[src/rtl/ffca_pkg.sv]
// ----------------------------------------------------------------------------
// ffca_pkg
// Shared types and constants for the first-fit coalescing heap allocator.
// ----------------------------------------------------------------------------
package ffca_pkg;

  localparam int HEAP_BYTES   = 65536;
  localparam int HEADER_BYTES = 16;
  localparam int ALIGN_BYTES  = 8;

  localparam int HDR      = (HEADER_BYTES + ALIGN_BYTES - 1) / ALIGN_BYTES * ALIGN_BYTES;
  localparam int GRANULES = HEAP_BYTES / ALIGN_BYTES;
  localparam int END_BYTE = (HEAP_BYTES - HDR) / ALIGN_BYTES * ALIGN_BYTES;
  localparam int END_G    = END_BYTE / ALIGN_BYTES;
  localparam int ALIGN_SH = $clog2(ALIGN_BYTES);

  localparam int GW      = $clog2(GRANULES);      // granule index
  localparam int SW      = 17;                    // block size / byte count
  localparam int AW      = SW + 1;                // byte sums
  localparam int GUARD_W = $clog2(GRANULES + 2);

  localparam logic [GW-1:0]      END_GRAN  = GW'(END_G);
  localparam logic [SW-1:0]      END_SIZE  = SW'(END_BYTE);
  localparam logic [SW-1:0]      HEAP_SIZE = SW'(HEAP_BYTES);
  localparam logic [GUARD_W-1:0] GUARD_MAX = GUARD_W'(GRANULES);

  // result status codes
  localparam logic [1:0] ST_DONE    = 2'd0;
  localparam logic [1:0] ST_NULL    = 2'd1;
  localparam logic [1:0] ST_IGNORED = 2'd2;

  localparam logic REQ_ALLOC = 1'b0;
  localparam logic REQ_FREE  = 1'b1;

  typedef struct packed {
    logic        req_type;
    logic [16:0] alloc_size;
    logic [15:0] free_address;
  } req_t;

  typedef struct packed {
    logic [1:0]  status;
    logic [15:0] block_address;
    logic [16:0] free_bytes;
    logic [16:0] taken_bytes;
  } rsp_t;

  typedef enum logic [16:0] {
    S_CLEAR    = 17'h00001,
    S_IDLE     = 17'h00002,
    S_DECODE   = 17'h00004,
    S_WALK_RD  = 17'h00008,
    S_WALK_EV  = 17'h00010,
    S_TAKE     = 17'h00020,
    S_SPLIT    = 17'h00040,
    S_FREE_CHK = 17'h00080,
    S_PB_START = 17'h00100,
    S_PB_CHK   = 17'h00200,
    S_PB_NEXT  = 17'h00400,
    S_PB_RDG   = 17'h00800,
    S_PB_PREV  = 17'h01000,
    S_PB_NXCHK = 17'h02000,
    S_PB_ABSRB = 17'h04000,
    S_PB_LINK  = 17'h08000,
    S_DONE     = 17'h10000
  } state_t;

  typedef struct packed {
    state_t     step;
    logic       res_we;
    logic [1:0] res;
  } cmd_t;

  typedef struct packed {
    logic clr_last;
    logic is_alloc;
    logic alloc_ok;
    logic addr_ok;
    logic at_end;
    logic fits;
    logic guard_ok;
    logic mark_set;
    logic do_split;
    logic pb_go;
    logic nxt_adj;
    logic nxt_end;
    logic out_free;
  } dp_stat_t;

endpackage

[src/rtl/ffca_ctrl.sv]
// ----------------------------------------------------------------------------
// ffca_ctrl
// Sequencer for clearing, list walk, split and put-back with coalescing.
// ----------------------------------------------------------------------------
module ffca_ctrl (
  input  logic              clk,
  input  logic              rst,
  input  logic              in_valid,
  input  ffca_pkg::dp_stat_t st,
  output ffca_pkg::cmd_t    cmd,
  output logic              in_stall
);
  import ffca_pkg::*;

  state_t     state, state_next;
  logic       res_we;
  logic [1:0] res;

  always_ff @(posedge clk) begin
    if (rst) begin
      state <= S_CLEAR;
    end else begin
      state <= state_next;
    end
  end

  always_comb begin
    state_next = state;
    res_we     = 1'b0;
    res        = ST_DONE;
    unique case (state)
      S_CLEAR: begin
        if (st.clr_last) state_next = S_IDLE;
      end
      S_IDLE: begin
        if (in_valid) state_next = S_DECODE;
      end
      S_DECODE: begin
        if (st.is_alloc) begin
          if (st.alloc_ok) begin
            state_next = S_WALK_RD;
          end else begin
            res_we = 1'b1; res = ST_NULL; state_next = S_DONE;
          end
        end else if (st.addr_ok) begin
          state_next = S_FREE_CHK;
        end else begin
          res_we = 1'b1; res = ST_IGNORED; state_next = S_DONE;
        end
      end
      S_WALK_RD: begin
        if (st.at_end) begin
          res_we = 1'b1; res = ST_NULL; state_next = S_DONE;
        end else begin
          state_next = S_WALK_EV;
        end
      end
      S_WALK_EV: begin
        if (!st.fits && st.guard_ok) begin
          state_next = S_WALK_RD;
        end else if (st.fits) begin
          state_next = S_TAKE;
        end else begin
          res_we = 1'b1; res = ST_NULL; state_next = S_DONE;
        end
      end
      S_TAKE: begin
        if (st.do_split) begin
          state_next = S_SPLIT;
        end else begin
          res_we = 1'b1; res = ST_DONE; state_next = S_DONE;
        end
      end
      S_SPLIT:    state_next = S_PB_START;
      S_FREE_CHK: begin
        if (st.mark_set) begin
          state_next = S_PB_START;
        end else begin
          res_we = 1'b1; res = ST_IGNORED; state_next = S_DONE;
        end
      end
      S_PB_START: state_next = S_PB_CHK;
      S_PB_CHK:   state_next = st.pb_go ? S_PB_NEXT : S_PB_RDG;
      S_PB_NEXT:  state_next = S_PB_CHK;
      S_PB_RDG:   state_next = S_PB_PREV;
      S_PB_PREV:  state_next = S_PB_NXCHK;
      S_PB_NXCHK: state_next = (st.nxt_adj && !st.nxt_end) ? S_PB_ABSRB : S_PB_LINK;
      S_PB_ABSRB: state_next = S_PB_LINK;
      S_PB_LINK: begin
        res_we = 1'b1; res = ST_DONE; state_next = S_DONE;
      end
      S_DONE: begin
        if (st.out_free) state_next = S_IDLE;
      end
      default: state_next = S_CLEAR;
    endcase
  end

  assign cmd.step   = state;
  assign cmd.res_we = res_we;
  assign cmd.res    = res;
  assign in_stall   = (state != S_IDLE);

endmodule

[config.mk]
export PLATFORM = sky130hd
export DESIGN_NAME = ffca_ctrl
export DESIGN_NICKNAME = d
export VERILOG_FILES = /design/src/rtl/ffca_pkg.sv /design/src/rtl/ffca_ctrl.sv
export SDC_FILE = /design/constraint.sdc
export NUM_CORES = 1
export LEC_CHECK = 0
export ABC_AREA = 0
export BUFFER_PORTS_ARGS = -buffer_cell sky130_fd_sc_hd__buf_2
export CORE_MARGIN = 1
export CORE_UTILIZATION = 30
export CTS_CLUSTER_DIAMETER = 150
export DETAILED_ROUTE_END_ITERATION = 7
export PLACE_DENSITY = 0.59
export SLEW_MARGIN = 0
export SYNTH_ARGS = -nofsm -noshare
export SYNTH_HDL_FRONTEND = slang
export SYNTH_SLANG_ARGS = --single-unit
[constraint.sdc]
create_clock -name clk -period 2.3 [get_ports clk]
set_clock_uncertainty 0.1 [all_clocks]
set_input_delay 0.23 -clock clk [delete_from_list [all_inputs] [get_ports clk]]
set_output_delay 0.23 -clock clk [all_outputs]
set_load 0.02 [all_outputs]
==> results.toml <==
[global_route]
grt_max_degree = 12
grt_first_pass_wirelength_microns = 4554
grt_use_met2_pct = 23.37
grt_use_met3_pct = 3.467
use_met1_pct = 18.44
grt_pass1_vias = 1033
grt_usage_pct = 14.69
busiest_layer = "met2"
grt_overflow = 0
grt_antenna_before_repair = 0

[clocking]
clkTransAtPathRegs_ns = 0.11
htree_levels = 1
clock-sinks = 17
cts_buffers = 3
ctsRootBufferMaster = "clkbuf_4"
clk_path_buf_depth = 2
cts_tree = "built"
insertion_delay_ns = 0.30

[placement]
post_dp_cell_area_sq_um = 1329
io_buffers = 36
dp_hpwl_microns = 2178
place_congestion = 0.7985
dpl.cell_count = 203

[logic_synthesis]
synthCells = 124
synth_area_leaders = "dfxtp_1 (31%), nor4_4 (5.8%), nand2b_1 (4.5%), nor4b_1 (4.0%), nor2_1 (3.8%)"
synth_area_per_cell_sq_um = 8.879
synth_top_area_share_pct = 30.91
ys_async_sr_fraction_pct = 0
synth_common_cells = "dfxtp_1 (17), nor2_1 (11), nand2b_1 (8)"
synthMuxAreaShare_pct = 0
yosys_register_bits = 17
ys_warn_count = 0
synth_edf_count = 0
synthXorXnorAreaFrac_pct = 3.977
synth_compound_area_share_pct = 14.43
syn-num-nets = 140
yosysTopAreaCell = "dfxtp_1"
synth.distinct_cells = 40
synth_top_family_by_area = "simple AND/OR/NAND/NOR gates"
synth_adder_area_share_pct = 0
mappedNetlistArea_sq_um = 1101
synth_ff_type = "dfxtp_1"
yosysMostFrequentCell = "dfxtp_1"
synth_seq_area_share_pct = 30.91
yosys.area_share.simple_pct = 46.02

[timing]
hold_viol_final = 0
fmax_ghz = 0.4547
finalSetupViolCount = 0
fin_crit_sh_pct = 95.63
tightestPinTransition_ns = 0.3637
finalSetupTns_ns = 0
fin_crit_ns = 2.199
drv_slew = 0
rsz0062_at_grt = "no"
relSlewSlack_pct = 75.72

[setup_path]
crit_chain = "nor4_4 -> buf_4 -> nand4_1 -> o32a_1 -> nand3_1 -> buf_4"
critPathMaxFanout = 7
start_kind = "flip-flop"
max_stage_delay_ns = 0.38
critPathMostFrequentCell = "buf_4"
cpMaxStageDelayCell = "dfxtp_4"
crit_type = "reg -> out"
crit_path_end_kind = "primary output"
cp.required_ns = 1.97
cp.arrival_ns = 1.87

[finish]
fillers = 362
nNetsFinal = 187
top_regs = "state x17"
largest_reg_flops = 17
syn2layout_area_growth_pct = 31.82
drive_gt1_share_pct = 41.76
antenna_cells = 0
instances_no_fill = 216
fin_area_sq_um = 1451
final_util_pct = 42.49
max_flop_register = "state"
seq_area_sq_um = 352.8
multiInputGateArea_sq_um = 718.2

[route]
routed_via_density = 5.310
routed_wl_microns = 2907
drt-wirelength-per-cell_microns = 13.46
ant_nets = 0
drc_errors = 0
drtPass1Iterations = 4
dr_total_vias = 1147
dr.first_iter.drc_count = 69

[floorplanning]
die_area_sq_um = 3916
start_util_pct = 32.23
dieWidth_microns = 62.58
rows = 21
pin_count = 37
die_y_microns = 62.58
core_area_sq_um = 3416

[power_and_ir_drop]
p_per_area_nw_per_um2 = 447.2
power_w = 0.0006491
p_leak_nw = 0.6481
vdd_ir_drop_max_v = 0.0001802

[hold_path]
hp-class = "in -> reg"

[run_status]
status = "completed"

[job]
max-cap-violations = 0
logic make-up (layout without fill, tap and decap cells):
logic type | count (synthesis) | count (layout)
AO/OA/AOI/OAI | 19 | 19
XOR/XNOR | 5 | 5
buffers and inverters | 11 | 57
flip-flops | 17 | 17
AND/OR/NAND/NOR | 72 | 72
what timing repair did:
action	in CTS	in global routing
hold endpoints to repair	0	1
gates resized for setup	1	12
pin swaps	2	6
setup endpoints to repair	4	4
buffers inserted	2	6
hold buffers	0	1
through the flow:
stage,worst slack [ns],hold slack [ns]
after detailed placement,0.2055,0.3196
after global routing,0.005955,0.05352
after CTS,0.009223,0.0008160
after floorplan,0.2643,0.2071
after global placement,0.2743,0.3088
final,0.1005,0.05704
placed cells by master (no fill, tap or decap), types with 2 or more instances in the layout:
master / count
nor3_2: 2
buf_4: 13
nor4_1: 4
nor3_1: 3
o22ai_1: 2
a211oi_1: 5
o32a_1: 4
or3_1: 3
and3_1: 4
nand3_1: 4
nor2b_1: 2
xor2_1: 4
or3b_2: 2
dfxtp_2: 7
clkbuf_4: 3
inv_1: 5
nand4b_1: 3
nor4_4: 3
nand3b_1: 2
nand2_1: 3
nand4_1: 5
nor4b_1: 5
nor2_1: 11
buf_2: 34
nand2b_1: 8
dfxtp_1: 9
cell type report:
type	instances	area share (%)
Inverter	5	1.293
Timing Repair Buffer	48	19.14
Multi-Input combinational cell	96	49.48
Tap cell	46	3.966
Sequential cell	17	24.31
Clock buffer	4	1.810
worst paths after layout:
check                               start         to  slack, ns  cells after the start
worst max-delay path             state[9]     cmd[2]       0.10                      6
worst min-delay path             in_valid   state[2]       0.06                      3
worst max register to register  state[15]  state[11]       0.41                      6
worst min register to register   state[9]   state[9]       0.37                      1
where the power goes:
group / internal (W) / switching, W
Clock: 0.0000676 / 0.000100
Sequential: 0.000303 / 0.0000216
Combinational: 0.0000789 / 0.0000780
Total: 0.000449 / 0.000200
layer usage:
| layer | vias to the layer above | routed length, microns |
|---|---|---|
| li1 | 563 | - |
| met1 | 533 | 1338 |
| met2 | 47 | 1324 |
| met3 | 4 | 206 |
| met4 | 0 | 38 |
| met5 | - | 0 |
critical path, delay by kind of cell (launching register included):
family                 cells  cell delay, ns
AND/OR/NAND/NOR            3            0.50
flip-flops                 1            0.38
buffers and inverters      2            0.32
AO/OA/AOI/OAI              1            0.37
No activity file was read; power rests on OpenSTA's default activity.
